**src/design/shpf_pkg.sv**
```systemverilog
// Shared types and constants for the sync header packet framer.
package shpf_pkg;

	localparam logic [7:0] HDR_FIRST = 8'hAA;
	localparam logic [7:0] HDR_SECOND = 8'h55;
	localparam int IDX_W = 4;
	localparam int CNT_W = 32;

	localparam logic MODE_BYTE = 1'b0;
	localparam logic MODE_TAKE = 1'b1;

	typedef enum logic [1:0] {
		PH_HUNT1 = 2'd0,
		PH_HUNT2 = 2'd1,
		PH_COLLECT = 2'd2
	} phase_t;

	typedef enum logic {
		SEQ_IDLE = 1'b0,
		SEQ_DRAIN = 1'b1
	} seq_t;

endpackage

```
**src/design/shpf_if.sv**
```systemverilog
// Handshake channel interfaces for the framer input items and result items.
interface shpf_req_if;
	logic valid;
	logic ready;
	logic mode;
	logic [7:0] data_byte;

	modport source (output valid, mode, data_byte, input ready);
	modport sink (input valid, mode, data_byte, output ready);
endinterface

interface shpf_rsp_if;
	logic valid;
	logic ready;
	logic [7:0] packet_byte;
	logic [3:0] byte_index;
	logic last;
	logic packet_valid;
	logic ready_res;
	logic byte_dropped;
	logic error_event;
	logic packet_event;
	logic [31:0] bytes_count;
	logic [31:0] packets_count;
	logic [31:0] errors_count;

	modport source (output valid, packet_byte, byte_index, last, packet_valid, ready_res,
		byte_dropped, error_event, packet_event, bytes_count, packets_count,
		errors_count, input ready);
	modport sink (input valid, packet_byte, byte_index, last, packet_valid, ready_res,
		byte_dropped, error_event, packet_event, bytes_count, packets_count,
		errors_count, output ready);
endinterface

```
**src/design/sync_header_packet_framer.sv**
```systemverilog
// Top level of the sync header packet framer: header hunt, packet store and readout.
// A received byte item yields a single result, loaded into the result register; a take
// with no packet held behaves the same way. A take with a held packet runs PACKET_LEN
// results, one per cycle while the downstream side takes them, each read from the
// packet memory through its registered read data; no new item is accepted until the
// last one is loaded. After arst_n the framer hunts for the first header byte, no
// packet is held and all counters read zero; the packet memory itself is not cleared.
module sync_header_packet_framer import shpf_pkg::*; #(
	parameter int PACKET_LEN = 9
) (
	input logic clk,
	input logic arst_n,
	shpf_req_if.sink req,
	shpf_rsp_if.source rsp
);

	localparam int AW = (PACKET_LEN > 1) ? $clog2(PACKET_LEN) : 1;
	localparam logic [IDX_W-1:0] LAST_IDX = IDX_W'(PACKET_LEN - 1);

	// Framer control state.
	phase_t phase_q, phase_d;
	seq_t seq_q, seq_d;
	logic [IDX_W-1:0] fill_q, fill_d;
	logic [7:0] check_q, check_d;
	logic held_q, held_d;
	logic [CNT_W-1:0] rcv_q, rcv_d;
	logic [CNT_W-1:0] good_q, good_d;
	logic [CNT_W-1:0] err_q, err_d;
	logic [IDX_W-1:0] drain_idx_q, drain_idx_d;

	// The packet store is a single-port-write, single-read synchronous memory.
	// Writes happen only on idle byte items and reads only on a take or while
	// draining, so the two never touch the same entry in the same cycle.
	logic [7:0] mem_q [PACKET_LEN];
	logic [7:0] rd_data_q;
	logic wr_en;
	logic [AW-1:0] wr_addr;
	logic rd_en;
	logic [AW-1:0] rd_addr;

	// Result register that separates the framer from the downstream side.
	logic out_valid_q;
	logic [7:0] out_byte_q;
	logic [IDX_W-1:0] out_idx_q;
	logic out_last_q, out_pvalid_q, out_ready_res_q;
	logic out_dropped_q, out_err_q, out_good_q;
	logic [CNT_W-1:0] out_rcv_q, out_good_cnt_q, out_err_cnt_q;

	logic out_free;
	logic accept;
	logic load;
	logic [7:0] ld_byte;
	logic [IDX_W-1:0] ld_idx;
	logic ld_last, ld_pvalid, ld_dropped, ld_err, ld_good;
	logic [IDX_W-1:0] pos;

	assign out_free = !out_valid_q || rsp.ready;
	assign req.ready = (seq_q == SEQ_IDLE) && out_free;
	assign accept = req.valid && req.ready;

	// Next state, memory access and result selection.
	always_comb begin
		phase_d = phase_q;
		seq_d = seq_q;
		fill_d = fill_q;
		check_d = check_q;
		held_d = held_q;
		rcv_d = rcv_q;
		good_d = good_q;
		err_d = err_q;
		drain_idx_d = drain_idx_q;
		wr_en = 1'b0;
		wr_addr = '0;
		rd_en = 1'b0;
		rd_addr = '0;
		load = 1'b0;
		ld_byte = '0;
		ld_idx = '0;
		ld_last = 1'b1;
		ld_pvalid = 1'b0;
		ld_dropped = 1'b0;
		ld_err = 1'b0;
		ld_good = 1'b0;
		// A fill count past the packet end is clamped onto the final byte.
		pos = ({1'b0, fill_q} >= (IDX_W + 1)'(PACKET_LEN)) ? LAST_IDX : fill_q;

		case (seq_q)
			SEQ_IDLE: begin
				if (accept && req.mode == MODE_TAKE) begin
					if (held_q) begin
						// Free the buffer now and start reading entry zero.
						held_d = 1'b0;
						seq_d = SEQ_DRAIN;
						drain_idx_d = '0;
						rd_en = 1'b1;
						rd_addr = '0;
					end else begin
						load = 1'b1;
					end
				end else if (accept) begin
					load = 1'b1;
					rcv_d = rcv_q + 1'b1;
					if (held_q) begin
						ld_dropped = 1'b1;
					end else begin
						case (phase_q)
							PH_HUNT2: begin
								if (req.data_byte == HDR_SECOND) begin
									wr_en = 1'b1;
									wr_addr = AW'(1);
									check_d = check_q ^ req.data_byte;
									fill_d = IDX_W'(2);
									phase_d = PH_COLLECT;
								end else begin
									// A wrong second byte is an error and is not
									// retried as a first header byte.
									err_d = err_q + 1'b1;
									ld_err = 1'b1;
									phase_d = PH_HUNT1;
									fill_d = '0;
									check_d = '0;
								end
							end
							PH_COLLECT: begin
								wr_en = 1'b1;
								wr_addr = pos[AW-1:0];
								if (pos == LAST_IDX) begin
									if (check_q == req.data_byte) begin
										held_d = 1'b1;
										good_d = good_q + 1'b1;
										ld_good = 1'b1;
									end else begin
										err_d = err_q + 1'b1;
										ld_err = 1'b1;
									end
									phase_d = PH_HUNT1;
									fill_d = '0;
									check_d = '0;
								end else begin
									check_d = check_q ^ req.data_byte;
									fill_d = pos + 1'b1;
								end
							end
							default: begin
								// Hunting the first header byte; an unused phase
								// code lands here as well.
								if (req.data_byte == HDR_FIRST) begin
									wr_en = 1'b1;
									wr_addr = '0;
									check_d = req.data_byte;
									fill_d = IDX_W'(1);
									phase_d = PH_HUNT2;
								end else begin
									phase_d = PH_HUNT1;
									fill_d = '0;
									check_d = '0;
								end
							end
						endcase
					end
				end
			end
			SEQ_DRAIN: begin
				// The memory word for drain_idx_q sits in rd_data_q; it is only
				// replaced once it has been loaded into the result register.
				if (out_free) begin
					load = 1'b1;
					ld_byte = rd_data_q;
					ld_idx = drain_idx_q;
					ld_pvalid = 1'b1;
					ld_last = (drain_idx_q == LAST_IDX);
					if (drain_idx_q == LAST_IDX) begin
						seq_d = SEQ_IDLE;
					end else begin
						drain_idx_d = drain_idx_q + 1'b1;
						rd_en = 1'b1;
						rd_addr = drain_idx_d[AW-1:0];
					end
				end
			end
			default: begin
				seq_d = SEQ_IDLE;
			end
		endcase
	end

	always_ff @(posedge clk or negedge arst_n) begin
		if (!arst_n) begin
			phase_q <= PH_HUNT1;
			seq_q <= SEQ_IDLE;
			fill_q <= '0;
			check_q <= '0;
			held_q <= 1'b0;
			rcv_q <= '0;
			good_q <= '0;
			err_q <= '0;
			drain_idx_q <= '0;
			out_valid_q <= 1'b0;
		end else begin
			phase_q <= phase_d;
			seq_q <= seq_d;
			fill_q <= fill_d;
			check_q <= check_d;
			held_q <= held_d;
			rcv_q <= rcv_d;
			good_q <= good_d;
			err_q <= err_d;
			drain_idx_q <= drain_idx_d;
			if (load) begin
				out_valid_q <= 1'b1;
			end else if (rsp.ready) begin
				out_valid_q <= 1'b0;
			end
		end
	end

	// Result payload; the counters and held flag shown are the values after the step.
	always_ff @(posedge clk) begin
		if (load) begin
			out_byte_q <= ld_byte;
			out_idx_q <= ld_idx;
			out_last_q <= ld_last;
			out_pvalid_q <= ld_pvalid;
			out_ready_res_q <= held_d;
			out_dropped_q <= ld_dropped;
			out_err_q <= ld_err;
			out_good_q <= ld_good;
			out_rcv_q <= rcv_d;
			out_good_cnt_q <= good_d;
			out_err_cnt_q <= err_d;
		end
	end

	// Packet memory with registered read data.
	always_ff @(posedge clk) begin
		if (wr_en) begin
			mem_q[wr_addr] <= req.data_byte;
		end
		if (rd_en) begin
			rd_data_q <= mem_q[rd_addr];
		end
	end

	assign rsp.valid = out_valid_q;
	assign rsp.packet_byte = out_byte_q;
	assign rsp.byte_index = out_idx_q;
	assign rsp.last = out_last_q;
	assign rsp.packet_valid = out_pvalid_q;
	assign rsp.ready_res = out_ready_res_q;
	assign rsp.byte_dropped = out_dropped_q;
	assign rsp.error_event = out_err_q;
	assign rsp.packet_event = out_good_q;
	assign rsp.bytes_count = out_rcv_q;
	assign rsp.packets_count = out_good_cnt_q;
	assign rsp.errors_count = out_err_cnt_q;

`ifndef SYNTHESIS
	// No item is taken while a held packet is being read out.
	assert property (@(posedge clk) disable iff (!arst_n)
		(seq_q == SEQ_DRAIN) |-> !req.ready)
		else $error("input accepted during packet readout");

	// A held packet always leaves the framer back in the hunt with no partial fill.
	assert property (@(posedge clk) disable iff (!arst_n)
		held_q |-> (phase_q == PH_HUNT1 && fill_q == '0))
		else $error("framer not hunting while a packet is held");

	// Readout results never report a held packet.
	assert property (@(posedge clk) disable iff (!arst_n)
		(rsp.valid && rsp.packet_valid) |-> !rsp.ready_res)
		else $error("readout result reports packet still held");

	// A take of a held packet starts a readout in the next cycle.
	assert property (@(posedge clk) disable iff (!arst_n)
		(accept && req.mode == MODE_TAKE && held_q) |=> (seq_q == SEQ_DRAIN))
		else $error("take of held packet did not start readout");
`endif

endmodule

```
**src/flat_wrapper.sv**
```systemverilog
// flat-port wrapper written by rule: the top's interface ports become plain ports
module sync_header_packet_framer_flat import shpf_pkg::*;
#(
	parameter int PACKET_LEN = 9
)
  (clk, arst_n, req_valid, req_mode, req_data_byte, req_ready, rsp_valid, rsp_packet_byte, rsp_byte_index, rsp_last, rsp_packet_valid, rsp_ready_res, rsp_byte_dropped, rsp_error_event, rsp_packet_event, rsp_bytes_count, rsp_packets_count, rsp_errors_count, rsp_ready);
  shpf_req_if req_i ();
  shpf_rsp_if rsp_i ();
  input logic clk;
  input logic arst_n;
  input wire logic [$bits(req_i.valid)-1:0] req_valid;
  input wire logic [$bits(req_i.mode)-1:0] req_mode;
  input wire logic [$bits(req_i.data_byte)-1:0] req_data_byte;
  output wire logic [$bits(req_i.ready)-1:0] req_ready;
  output wire logic [$bits(rsp_i.valid)-1:0] rsp_valid;
  output wire logic [$bits(rsp_i.packet_byte)-1:0] rsp_packet_byte;
  output wire logic [$bits(rsp_i.byte_index)-1:0] rsp_byte_index;
  output wire logic [$bits(rsp_i.last)-1:0] rsp_last;
  output wire logic [$bits(rsp_i.packet_valid)-1:0] rsp_packet_valid;
  output wire logic [$bits(rsp_i.ready_res)-1:0] rsp_ready_res;
  output wire logic [$bits(rsp_i.byte_dropped)-1:0] rsp_byte_dropped;
  output wire logic [$bits(rsp_i.error_event)-1:0] rsp_error_event;
  output wire logic [$bits(rsp_i.packet_event)-1:0] rsp_packet_event;
  output wire logic [$bits(rsp_i.bytes_count)-1:0] rsp_bytes_count;
  output wire logic [$bits(rsp_i.packets_count)-1:0] rsp_packets_count;
  output wire logic [$bits(rsp_i.errors_count)-1:0] rsp_errors_count;
  input wire logic [$bits(rsp_i.ready)-1:0] rsp_ready;
  assign req_i.valid = req_valid;
  assign req_i.mode = req_mode;
  assign req_i.data_byte = req_data_byte;
  assign req_ready = req_i.ready;
  assign rsp_valid = rsp_i.valid;
  assign rsp_packet_byte = rsp_i.packet_byte;
  assign rsp_byte_index = rsp_i.byte_index;
  assign rsp_last = rsp_i.last;
  assign rsp_packet_valid = rsp_i.packet_valid;
  assign rsp_ready_res = rsp_i.ready_res;
  assign rsp_byte_dropped = rsp_i.byte_dropped;
  assign rsp_error_event = rsp_i.error_event;
  assign rsp_packet_event = rsp_i.packet_event;
  assign rsp_bytes_count = rsp_i.bytes_count;
  assign rsp_packets_count = rsp_i.packets_count;
  assign rsp_errors_count = rsp_i.errors_count;
  assign rsp_i.ready = rsp_ready;
  sync_header_packet_framer #(.PACKET_LEN(PACKET_LEN)) u_core (.clk(clk), .arst_n(arst_n), .req(req_i), .rsp(rsp_i));
endmodule
```
**config.mk**
```make
export PLATFORM = sky130hd
export DESIGN_NAME = sync_header_packet_framer_flat
export DESIGN_NICKNAME = d
export VERILOG_FILES = /design/src/design/shpf_pkg.sv /design/src/design/shpf_if.sv /design/src/design/sync_header_packet_framer.sv /design/src/flat_wrapper.sv
export SDC_FILE = /design/constraint.sdc
export NUM_CORES = 1
export LEC_CHECK = 0
export BUFFER_PORTS_ARGS = -buffer_cell sky130_fd_sc_hd__buf_2
export CELL_PAD_IN_SITES_DETAIL_PLACEMENT = 2
export CELL_PAD_IN_SITES_GLOBAL_PLACEMENT = 2
export CORE_ASPECT_RATIO = 0.7
export CORE_MARGIN = 5
export CORE_UTILIZATION = 41
export DETAILED_ROUTE_END_ITERATION = 12
export GPL_TIMING_DRIVEN = 1
export PLACE_DENSITY = 0.81
export SYNTH_ARGS = -nofsm -noshare
export SYNTH_HDL_FRONTEND = slang
export SYNTH_SLANG_ARGS = --single-unit
```
**constraint.sdc**
```tcl
create_clock -name clk -period 4.2 [get_ports clk]
set_clock_uncertainty 0.05 [all_clocks]
set_input_delay 0.21 -clock clk [delete_from_list [all_inputs] [get_ports clk]]
set_output_delay 0.21 -clock clk [all_outputs]
set_load 0.005 [all_outputs]
```
==> run summary, run 1 <==
Worst-path clk slew: 0.07 ns
FF-to-FF path depth: 6
area leader, netlist: edfxtp_1
Routed wire per std cell: 25.1 µm
pwr/cell area: 425 mW/mm²
crit path from: u_core.seq_q
final wirelength: 39300 µm
Post-Route Utilization: 49.0%
top post-synthesis cells by area: edfxtp_1 45%, dfrtp_1 22%, xor2_1 2.7%, xnor2_1 2.1%, mux2i_1 1.8%
Resized cells post-CTS: 0
DRC violations left: 0
dpl cells: 1501
first-pass iteration count of the detailed router: 4
first-pass GRT wire length: 61100 µm
final hold violation count: 0
Ant. Diodes: 0
DR vias/cell: 5.70
Total GRT Usage: 21.7%
Mapped Area: 0.0131 mm²
core area: 0.0313 mm²
Nets: 1144
Startpoint Class: flip-flop
vias in the first global route: 9903
Crit path max-delay family: simple AND/OR/NAND/NOR gates
Post-DP Area: 0.0142 mm²
Post-synth EDFFs: 194
Max Fanout on Critical Path: 25
Non-Filler Instances: 1566
CTS Buf Count: 30
Seq/Total Area, Yosys: 67.0%
VDD IR max: 283 µV
I/O pin cnt: 129
Seq. cell area: 0.00875 mm²
largest net degree at the start of global routing: 70
Fin Setup TNS: 0 ns
Critical Path End Type: flip-flop
Min-Delay Path Class: primary input to flip-flop
std cell rows: 54
Iter 0 DRT Violations: 615
grt ovf: 0
count leader, synth: edfxtp_1
final slew viol count: 0
Largest stage delay, worst path: 0.68 ns
area of the multi-input gates: 0.00400 mm²
Worst path depth: 6
Area growth syn-to-layout: 17.3%
dominant synthesized flop cell: edfxtp_1
Max clock buf depth: 3
CP max stage cell: nand4_1
top-area cell type share of the netlist area: 44.6%
Initial Utilization: 41.8%
Routed Antenna Nets: 0
final worst setup slack: 0.909 ns
async set or reset register ratio after synthesis: 37.6%
reg2reg end: u_core.rsp.packets_count[12]
fin area: 0.0153 mm²
fin crit period: 3.29 ns
RSZ-0062 raised after global routing: false
Root Buffer: clkbuf_16
hpwl dp: 26600 µm
die width: 223 µm
Setup violations, final: 0
CTS tree: yes
max-cap violation count: 0
top cells by count, synth: 194 x edfxtp_1, 117 x dfrtp_1, 54 x nand2_1
Setup Crit Path Kind: flip-flop to flip-flop
worst r2r src: u_core.seq_q
worst path bufs/invs: 1
reg2reg setup slack: 0.91 ns
htree depth: 1
antenna violations before repair: 2
Slew HR: 26.8%
Place WS: 1.01 ns
Post-Synthesis Cells: 971
post-CTS setup buffer count: 0
RePlAce Congestion: 0.778
syn_area_per_cell: 13.5 µm²
Hold-fix buffers, CTS: 9
Die H: 159 µm
clock sink total: 311
syn nets: 993
Synth Warn #: 0
Data required, critical path: 4.53 ns
Worst-Margin Slew: 1.09 ns
Synth Register Bits: 311
status: finished clean
Leakage Power: 6.08 nW
Via Count: 8928
Worst-Skew Late Latency: 0.57 ns
worst path cell trace: nand2b_1, nor4_4, buf_4, nand4_1, nor3_1, xor2_1
Fmax: 0.304 GHz
share of layout cells above drive strength 1: 20.1%
Worst EP arrival: 3.62 ns
Layout fillers: 3034
Port Buffers: 128
end point of the critical path: u_core.rsp.packets_count[12]
period utilization: 78.4%
Distinct cells, synth: 63
Die Area: 0.0356 mm²
placed cells by master (no fill, tap or decap), types with 32 or more instances in the layout:
master / synthesis / layout
nand2_1: 54 / 54
xor2_1: 41 / 41
nor2_1: 47 / 47
nor3_1: 35 / 35
edfxtp_1: 194 / 194
buf_2: 16 / 127
dfrtp_1: 117 / 117
nand3_1: 44 / 44
inv_1: 37 / 37
xnor2_1: 32 / 32
stage by stage:
step / power [mW] / hold WS (ns)
floorplan: 3.60 / -0.136
global placement: 3.77 / 0.213
detailed placement: 3.80 / 0.228
CTS: 6.59 / 0.00726
global route: 6.76 / 0.0300
finish: 6.52 / 0.0504
registers in the layout (all words and copies together) (netlist names), 2 cells and up:
register / flops
u_core.rd_data_q: 8
u_core.rsp.errors_count: 32
u_core.good_q: 32
u_core.err_q: 32
u_core.fill_q: 4
u_core.rsp.packet_byte: 8
u_core.drain_idx_q: 4
u_core.mem_q: 72
u_core.check_q: 8
u_core.phase_q: 2
u_core.rsp.packets_count: 32
u_core.rsp.byte_index: 4
u_core.rsp.bytes_count: 32
u_core.rcv_q: 32
area by class of cell:
class	instances	area share [%]
clock buffer	45	5.86
clock inverter	11	0.759
inverter	38	0.930
multi-input combinational	584	26.1
sequential	311	57.1
tap	420	3.43
timing repair buffer	157	5.84
logic make-up (layout without fill, tap and decap cells):
group           Yosys count  count (layout)  synth area share (%)
flops                   311             311                  67.0
simple gates            306             306                  13.3
compound gates          169             169                  9.24
buf+inv                  76             251                  2.48
xor+xnor                 74              74                  5.02
mux                      26              26                  2.11
fa+ha+maj                 9               9                 0.862
layer usage:
metal | up-vias | global-route usage (%) | wire (µm)
li1 | 3990 | - | -
met1 | 4674 | 29.9 | 17500
met2 | 204 | 36.9 | 19500
met3 | 56 | 3.63 | 1560
met4 | 4 | 3.92 | 682
met5 | - | 0 | 27
how the worst min path moves through the flow:
stage,start,end,slack [ns],cells after the start
5_1_grt,req_data_byte[7],u_core.mem_q[4][7],0.03,1
3_5_place_dp,arst_n,u_core.rcv_q[8],0.23,1
3_3_place_gp,arst_n,u_core.rcv_q[8],0.21,1
4_1_cts,req_data_byte[7],u_core.mem_q[6][7],0.007,1
2_1_floorplan,arst_n,u_core.check_q[0],-0.14,0
6_report,req_data_byte[7],u_core.mem_q[7][7],0.05,1
worst register-to-register path, stage by stage, from the launching register on:
cell and delay (ns):
dfrtp_1 0.51, nand2b_1 0.49, nor4_4 0.26, buf_4 0.31
nand4_1 0.69, nor3_1 0.47, xor2_1 0.31
power breakdown:
group          switching (mW)  internal [mW]  total, mW  leakage (nW)
sequential             0.0706           3.37       3.44          3.33
combinational           0.209         0.0971      0.306          2.25
clock                    1.18           1.60       2.78         0.500
No activity file was read; power rests on OpenSTA's default activity.
==> run 2: changes to the inputs <==
clock period = 3.4 ns   (was 4.2 ns; I/O delays follow)
==> run 2 against run 1 <==
Final area grew 0.97%. Hold slack improved by 0.0021 ns. Largest cell class unchanged. Clock-buffer cell count down 6.
==> run summary, run 2 (synthesis results as in run 1) <==
grt ovf: 0 (unchanged)
Post-DP Area: 0.0143 mm² (+0.53%)
pwr/cell area: 535 mW/mm² (+26%)
area of the multi-input gates: 0.00400 mm² (unchanged)
reg2reg setup slack: 0.18 ns (-0.73 ns)
Seq. cell area: 0.00875 mm² (unchanged)
Layout fillers: 2999 (-1.2%)
RePlAce Congestion: 0.811 (+4.1%)
RSZ-0062 raised after global routing: false
worst path cell trace: nor2_1, inv_1, ha_1, and3_1, a21boi_1, o21ai_2, inv_2, o2bb2ai_1
Max Fanout on Critical Path: 18 (-28%)
Min-Delay Path Class: primary input to flip-flop
VDD IR max: 342 µV (+21%)
Area growth syn-to-layout: 18.4%
clock sink total: 311 (unchanged)
FF-to-FF path depth: 8 (+2)
vias in the first global route: 10000 (+1.5%)
Fmax: 0.311 GHz (+2.3%)
CTS Buf Count: 31 (+3.3%)
DRC violations left: 0 (unchanged)
worst path bufs/invs: 2 (+1)
Slew HR: 14.7% (-12 points)
status: finished clean
Critical Path End Type: flip-flop
post-CTS setup buffer count: 0 (unchanged)
Worst-path clk slew: 0.07 ns (about the same)
max-cap violation count: 0 (unchanged)
Iter 0 DRT Violations: 570 (-7.3%)
leading cell types in the layout, fill and taps excluded: 194 x edfxtp_1, 127 x buf_2, 117 x dfrtp_1, 54 x nand2_1, 47 x nor2_1
share of layout cells above drive strength 1: 20.9% (+0.81 points)
Setup violations, final: 0 (unchanged)
first-pass iteration count of the detailed router: 4 (unchanged)
antenna violations before repair: 1 (-1)
core area: 0.0313 mm² (unchanged)
Data required, critical path: 3.73 ns (-0.80 ns)
DR top layer: met4
DR vias/cell: 5.76 (+0.97%)
Initial Utilization: 41.8% (unchanged)
final wirelength: 40100 µm (+2.1%)
Via Count: 9066 (+1.5%)
worst r2r src: u_core.fill_q[3]
fin crit period: 3.22 ns (-0.0739 ns)
final hold violation count: 0 (unchanged)
Leakage Power: 6.14 nW (+1.0%)
Total GRT Usage: 22.1% (+0.42 points)
Die H: 159 µm (unchanged)
Largest stage delay, worst path: 0.86 ns (+0.18 ns)
std cell rows: 54 (unchanged)
period utilization: 94.6% (+16 points)
Max clock buf depth: 3 (unchanged)
Routed Antenna Nets: 0 (unchanged)
Crit path max-delay family: compound AO/OA/AOI/OAI gates
Met1 Routed Length: 17600 µm (+0.49%)
Routed wire per std cell: 25.5 µm (+1.5%)
Worst EP arrival: 3.55 ns (-0.07 ns)
Worst-Skew Late Latency: 0.58 ns (about the same)
max FFs per register: 72 (unchanged)
fin area: 0.0155 mm² (+0.97%)
I/O pin cnt: 129 (unchanged)
CTS tree: yes
Startpoint Class: flip-flop
Fin Setup TNS: 0 ns (unchanged)
commonest non-fill, non-tap cell in the layout: edfxtp_1
reg2reg end: u_core.rsp.errors_count[4]
Nets: 1151 (+0.61%)
largest net degree at the start of global routing: 62 (-11%)
final slew viol count: 0 (unchanged)
die width: 223 µm (unchanged)
Biggest register: u_core.mem_q
hpwl dp: 26800 µm (+0.52%)
Min-Delay Endpoint: u_core.held_q
Worst-Margin Slew: 1.28 ns (+0.190 ns)
Setup Crit Path Kind: flip-flop to flip-flop
CP max stage cell: a21boi_1
Die Area: 0.0356 mm² (unchanged)
first-pass GRT wire length: 62400 µm (+2.1%)
Root Buffer: clkbuf_16
Port Buffers: 128 (unchanged)
met3 routed WL: 1660 µm (+6.3%)
htree depth: 1 (unchanged)
Hold Crit Start: req_mode
hold depth: 2 (+1)
met2 WL post-DR: 20000 µm (+2.6%)
[run 2: cell count changes in the layout (fill, tap and decap cells not counted), moves of 2 or more]
cell,delta
clkinvlp_4,+4
clkbuf_1,-2
buf_12,+3
clkinv_2,+2
clkinv_1,-2
bufinv_16,+3
clkbuf_8,-4
buf_4,+2
inv_6,+2
[run 2: layer usage]
layer / up-vias / global-route usage, %
met3: 53 / 3.24
met4: 0 / 4.48
li1: 4019 / -
met5: - / 0
met2: 213 / 38.0
met1: 4781 / 30.2
[run 2: worst max-delay path by stage]
| stage | from | endpoint | slack (ns) | depth (start not counted) |
|---|---|---|---|---|
| 2_1_floorplan | u_core.rsp.valid | u_core.rsp.byte_dropped | 0.49 | 4 |
| 3_3_place_gp | u_core.seq_q | u_core.mem_q[7][3] | 0.51 | 5 |
| 3_5_place_dp | u_core.fill_q[3] | u_core.rsp.errors_count[4] | 0.33 | 8 |
| 4_1_cts | u_core.fill_q[3] | u_core.rsp.errors_count[4] | 0.26 | 8 |
| 5_1_grt | u_core.fill_q[3] | u_core.rsp.errors_count[4] | 0.02 | 8 |
| 6_report | u_core.fill_q[3] | u_core.rsp.errors_count[4] | 0.18 | 8 |
[run 2: final cells by class]
| class | instances | share of cell area (%) |
|---|---|---|
| Tap cell | 420 | 3.39 |
| Sequential cell | 311 | 56.5 |
| Timing Repair Buffer | 163 | 6.34 |
| Clock inverter | 19 | 1.55 |
| Multi-Input combinational cell | 584 | 25.8 |
| Antenna cell | 1 | 0.0162 |
| Clock buffer | 39 | 5.40 |
| Inverter | 38 | 0.921 |
[run 2: power breakdown]
| part | switching (mW) | total (mW) | leakage [nW] | internal (mW) |
|---|---|---|---|---|
| registers | 0.0932 | 4.25 | 3.33 | 4.16 |
| clock network | 1.53 | 3.66 | 0.519 | 2.13 |
| logic | 0.249 | 0.380 | 2.29 | 0.131 |
[run 2: what timing repair did]
action                     CTS  global route
hold buffers                10             0
setup endpoints to repair    0             0
gates resized for setup      0             0
hold endpoints to repair   130             0
[run 2: metrics by stage]
stage	setup slack [ns]	hold slack (ns)	std cells	util [%]	total power [mW]
6_report	0.183	0.0525	1575	49.5	8.29
5_1_grt	0.0159	0.0379	1575	49.5	8.59
4_1_cts	0.263	0.0267	1574	49.5	8.36
3_5_place_dp	0.326	0.255	1506	45.7	4.69
3_3_place_gp	0.512	0.251	1506	45.7	4.66
2_1_floorplan	0.494	-0.176	971	-	4.44
==> run 3: changes to the inputs <==
PLACE_DENSITY = 0.88   (was 0.81)
==> run 3 against run 2 <==
Critical path type unchanged. Routed wire length grew 7.8%. Largest cell class unchanged. Via count grew 2.4%. Clock power shrank 5%.
==> run summary, run 3 (synthesis results as in run 1) <==
status: finished clean
Die H: 159 µm (unchanged)
Leakage Power: 6.12 nW (-0.33%)
VDD IR max: 351 µV (+2.5%)
Comb pwr share: 4.9% (+0.3 points)
DR vias/cell: 5.89 (+2.4%)
Max clock buf depth: 3 (unchanged)
antenna violations before repair: 0 (-1)
Sw Share: 22.8% (+0.18 points)
pwr/cell area: 528 mW/mm² (-1.3%)
end point of the critical path: u_core.mem_q[7][1]
Critical Path End Type: flip-flop
Setup Crit Path Kind: flip-flop to flip-flop
Layout fillers: 2935 (-2.1%)
crit path from: u_core.seq_q
Max Fanout on Critical Path: 13 (-5)
max-cap violation count: 0 (unchanged)
hpwl dp: 27500 µm (+2.7%)
first-pass GRT wire length: 66600 µm (+6.7%)
Hold Slack: 0.0634 ns (+0.0109 ns)
Iter 0 DRT Violations: 865 (+52%)
Root Buffer: clkbuf_16
Via Count: 9283 (+2.4%)
sequential power share: 52.3% (+1.0 points)
clock share of power: 42.7% (-1.4 points)
Power Total: 8.14 mW (-1.8%)
Biggest register: u_core.mem_q
Startpoint Class: flip-flop
P_sw: 1.85 mW (-1.0%)
Post-Route Utilization: 49.3% (-0.22 points)
Nets: 1152 (+0.087%)
Fin Setup TNS: 0 ns (unchanged)
Port Buffers: 128 (unchanged)
reg2reg end: u_core.mem_q[7][1]
Routed Antenna Nets: 0 (unchanged)
Data required, critical path: 3.54 ns (-0.19 ns)
FF-to-FF path depth: 5 (-3)
final worst setup slack: 0.108 ns (-0.0752 ns)
internal cell power: 6.29 mW (-2.0%)
fin crit period: 3.29 ns (+0.0752 ns)
post-CTS setup buffer count: 0 (unchanged)
Ant. Diodes: 0 (-1)
DRC violations left: 0 (unchanged)
die width: 223 µm (unchanged)
Die Area: 0.0356 mm² (unchanged)
Fmax: 0.304 GHz (-2.3%)
Initial Utilization: 41.8% (unchanged)
grt ovf: 0 (unchanged)
GR peak layer: met2
htree depth: 1 (unchanged)
period utilization: 96.8% (+2.2 points)
std cell rows: 54 (unchanged)
clock sink total: 311 (unchanged)
met2 usage: 41.6% (+3.6 points)
Worst EP arrival: 3.44 ns (-0.11 ns)
Setup violations, final: 0 (unchanged)
RePlAce Congestion: 0.818 (+0.90%)
CTS Buf Count: 31 (unchanged)
routing usage on met3: 5.16% (+1.9 points)
first-pass iteration count of the detailed router: 5 (+1)
final hold violation count: 0 (unchanged)
Area growth syn-to-layout: 17.9%
Worst-path clk slew: 0.07 ns (about the same)
commonest non-fill, non-tap cell in the layout: edfxtp_1
core area: 0.0313 mm² (unchanged)
RSZ-0062 raised after global routing: true
Routed wire per std cell: 27.4 µm (+7.8%)
CTS tree: yes
I/O pin cnt: 129 (unchanged)
final slew viol count: 0 (unchanged)
Worst-Skew Late Latency: 0.58 ns (about the same)
reg2reg setup slack: 0.11 ns (-0.08 ns)
share of layout cells above drive strength 1: 20.4% (-0.45 points)
Place WS: 0.286 ns (-0.0408 ns)
leading cell types in the layout, fill and taps excluded: 194 x edfxtp_1, 127 x buf_2, 117 x dfrtp_1, 54 x nand2_1, 47 x nor2_1
Min-Delay Path Class: primary input to asynchronous set/reset pin
GR Util met1: 30.4% (+0.20 points)
final wirelength: 43200 µm (+7.8%)
worst r2r src: u_core.seq_q
Slew HR: 26.1% (+11 points)
max FFs per register: 72 (unchanged)
vias in the first global route: 10400 (+3.8%)
largest net degree at the start of global routing: 44 (-29%)
Worst-Margin Slew: 1.10 ns (-0.179 ns)
Total GRT Usage: 23.9% (+1.8 points)
[run 3: area by class of cell]
class	instances	area, µm²	area share, %
inverter	38	143	0.925
multi-input combinational	584	4000	26.0
timing repair buffer	164	966	6.27
clock inverter	4	50.0	0.325
tap	420	526	3.41
clock buffer	54	972	6.31
sequential	311	8750	56.8
[run 3: timing repair]
item                                   CTS  global route
setup endpoints to repair                0            36
hold buffers                            11             0
resized for setup                        0             1
endpoints found under the hold margin  107             0
[run 3: metal layers]
layer / part of all wire, % / vias to the layer above
li1: - / 3992
met1: 41 / 4905
met2: 51 / 308
met3: 5.7 / 78
met4: 2.7 / 0
met5: 0 / -
[run 3: through the flow]
stage	std cells	area (µm²)
floorplan	971	13100
global placement	1506	14300
detailed placement	1506	14300
CTS	1575	15400
global route	1575	15400
finish	1575	15400
[run 3: worst min path at each step]
stage / cells after the start / start / slack, ns / end
detailed placement: 1 / arst_n / 0.14 / u_core.drain_idx_q[3]
global placement: 1 / arst_n / 0.14 / u_core.drain_idx_q[0]
global route: 2 / arst_n / 0.09 / u_core.drain_idx_q[2]
CTS: 2 / arst_n / 0.07 / u_core.drain_idx_q[3]
finish: 2 / arst_n / 0.06 / u_core.drain_idx_q[2]
floorplan: 0 / arst_n / -0.18 / u_core.check_q[0]
[run 3: power groups by stage]
| stage | clock network, mW | logic (mW) | registers [mW] |
|---|---|---|---|
| floorplan | 0 | 0.137 | 4.30 |
| global placement | 0 | 0.346 | 4.31 |
| detailed placement | 0 | 0.375 | 4.33 |
| CTS | 3.55 | 0.405 | 4.26 |
| global route | 3.74 | 0.430 | 4.27 |
| finish | 3.48 | 0.403 | 4.26 |
[run 3: worst max-delay path, stage by stage (launching register included)]
cell	delay, ns
dfrtp_1	0.53
nand2b_1	0.47
or3_1	0.57
nor3_2	0.37
nand4b_1	0.20
nor2_1	0.70
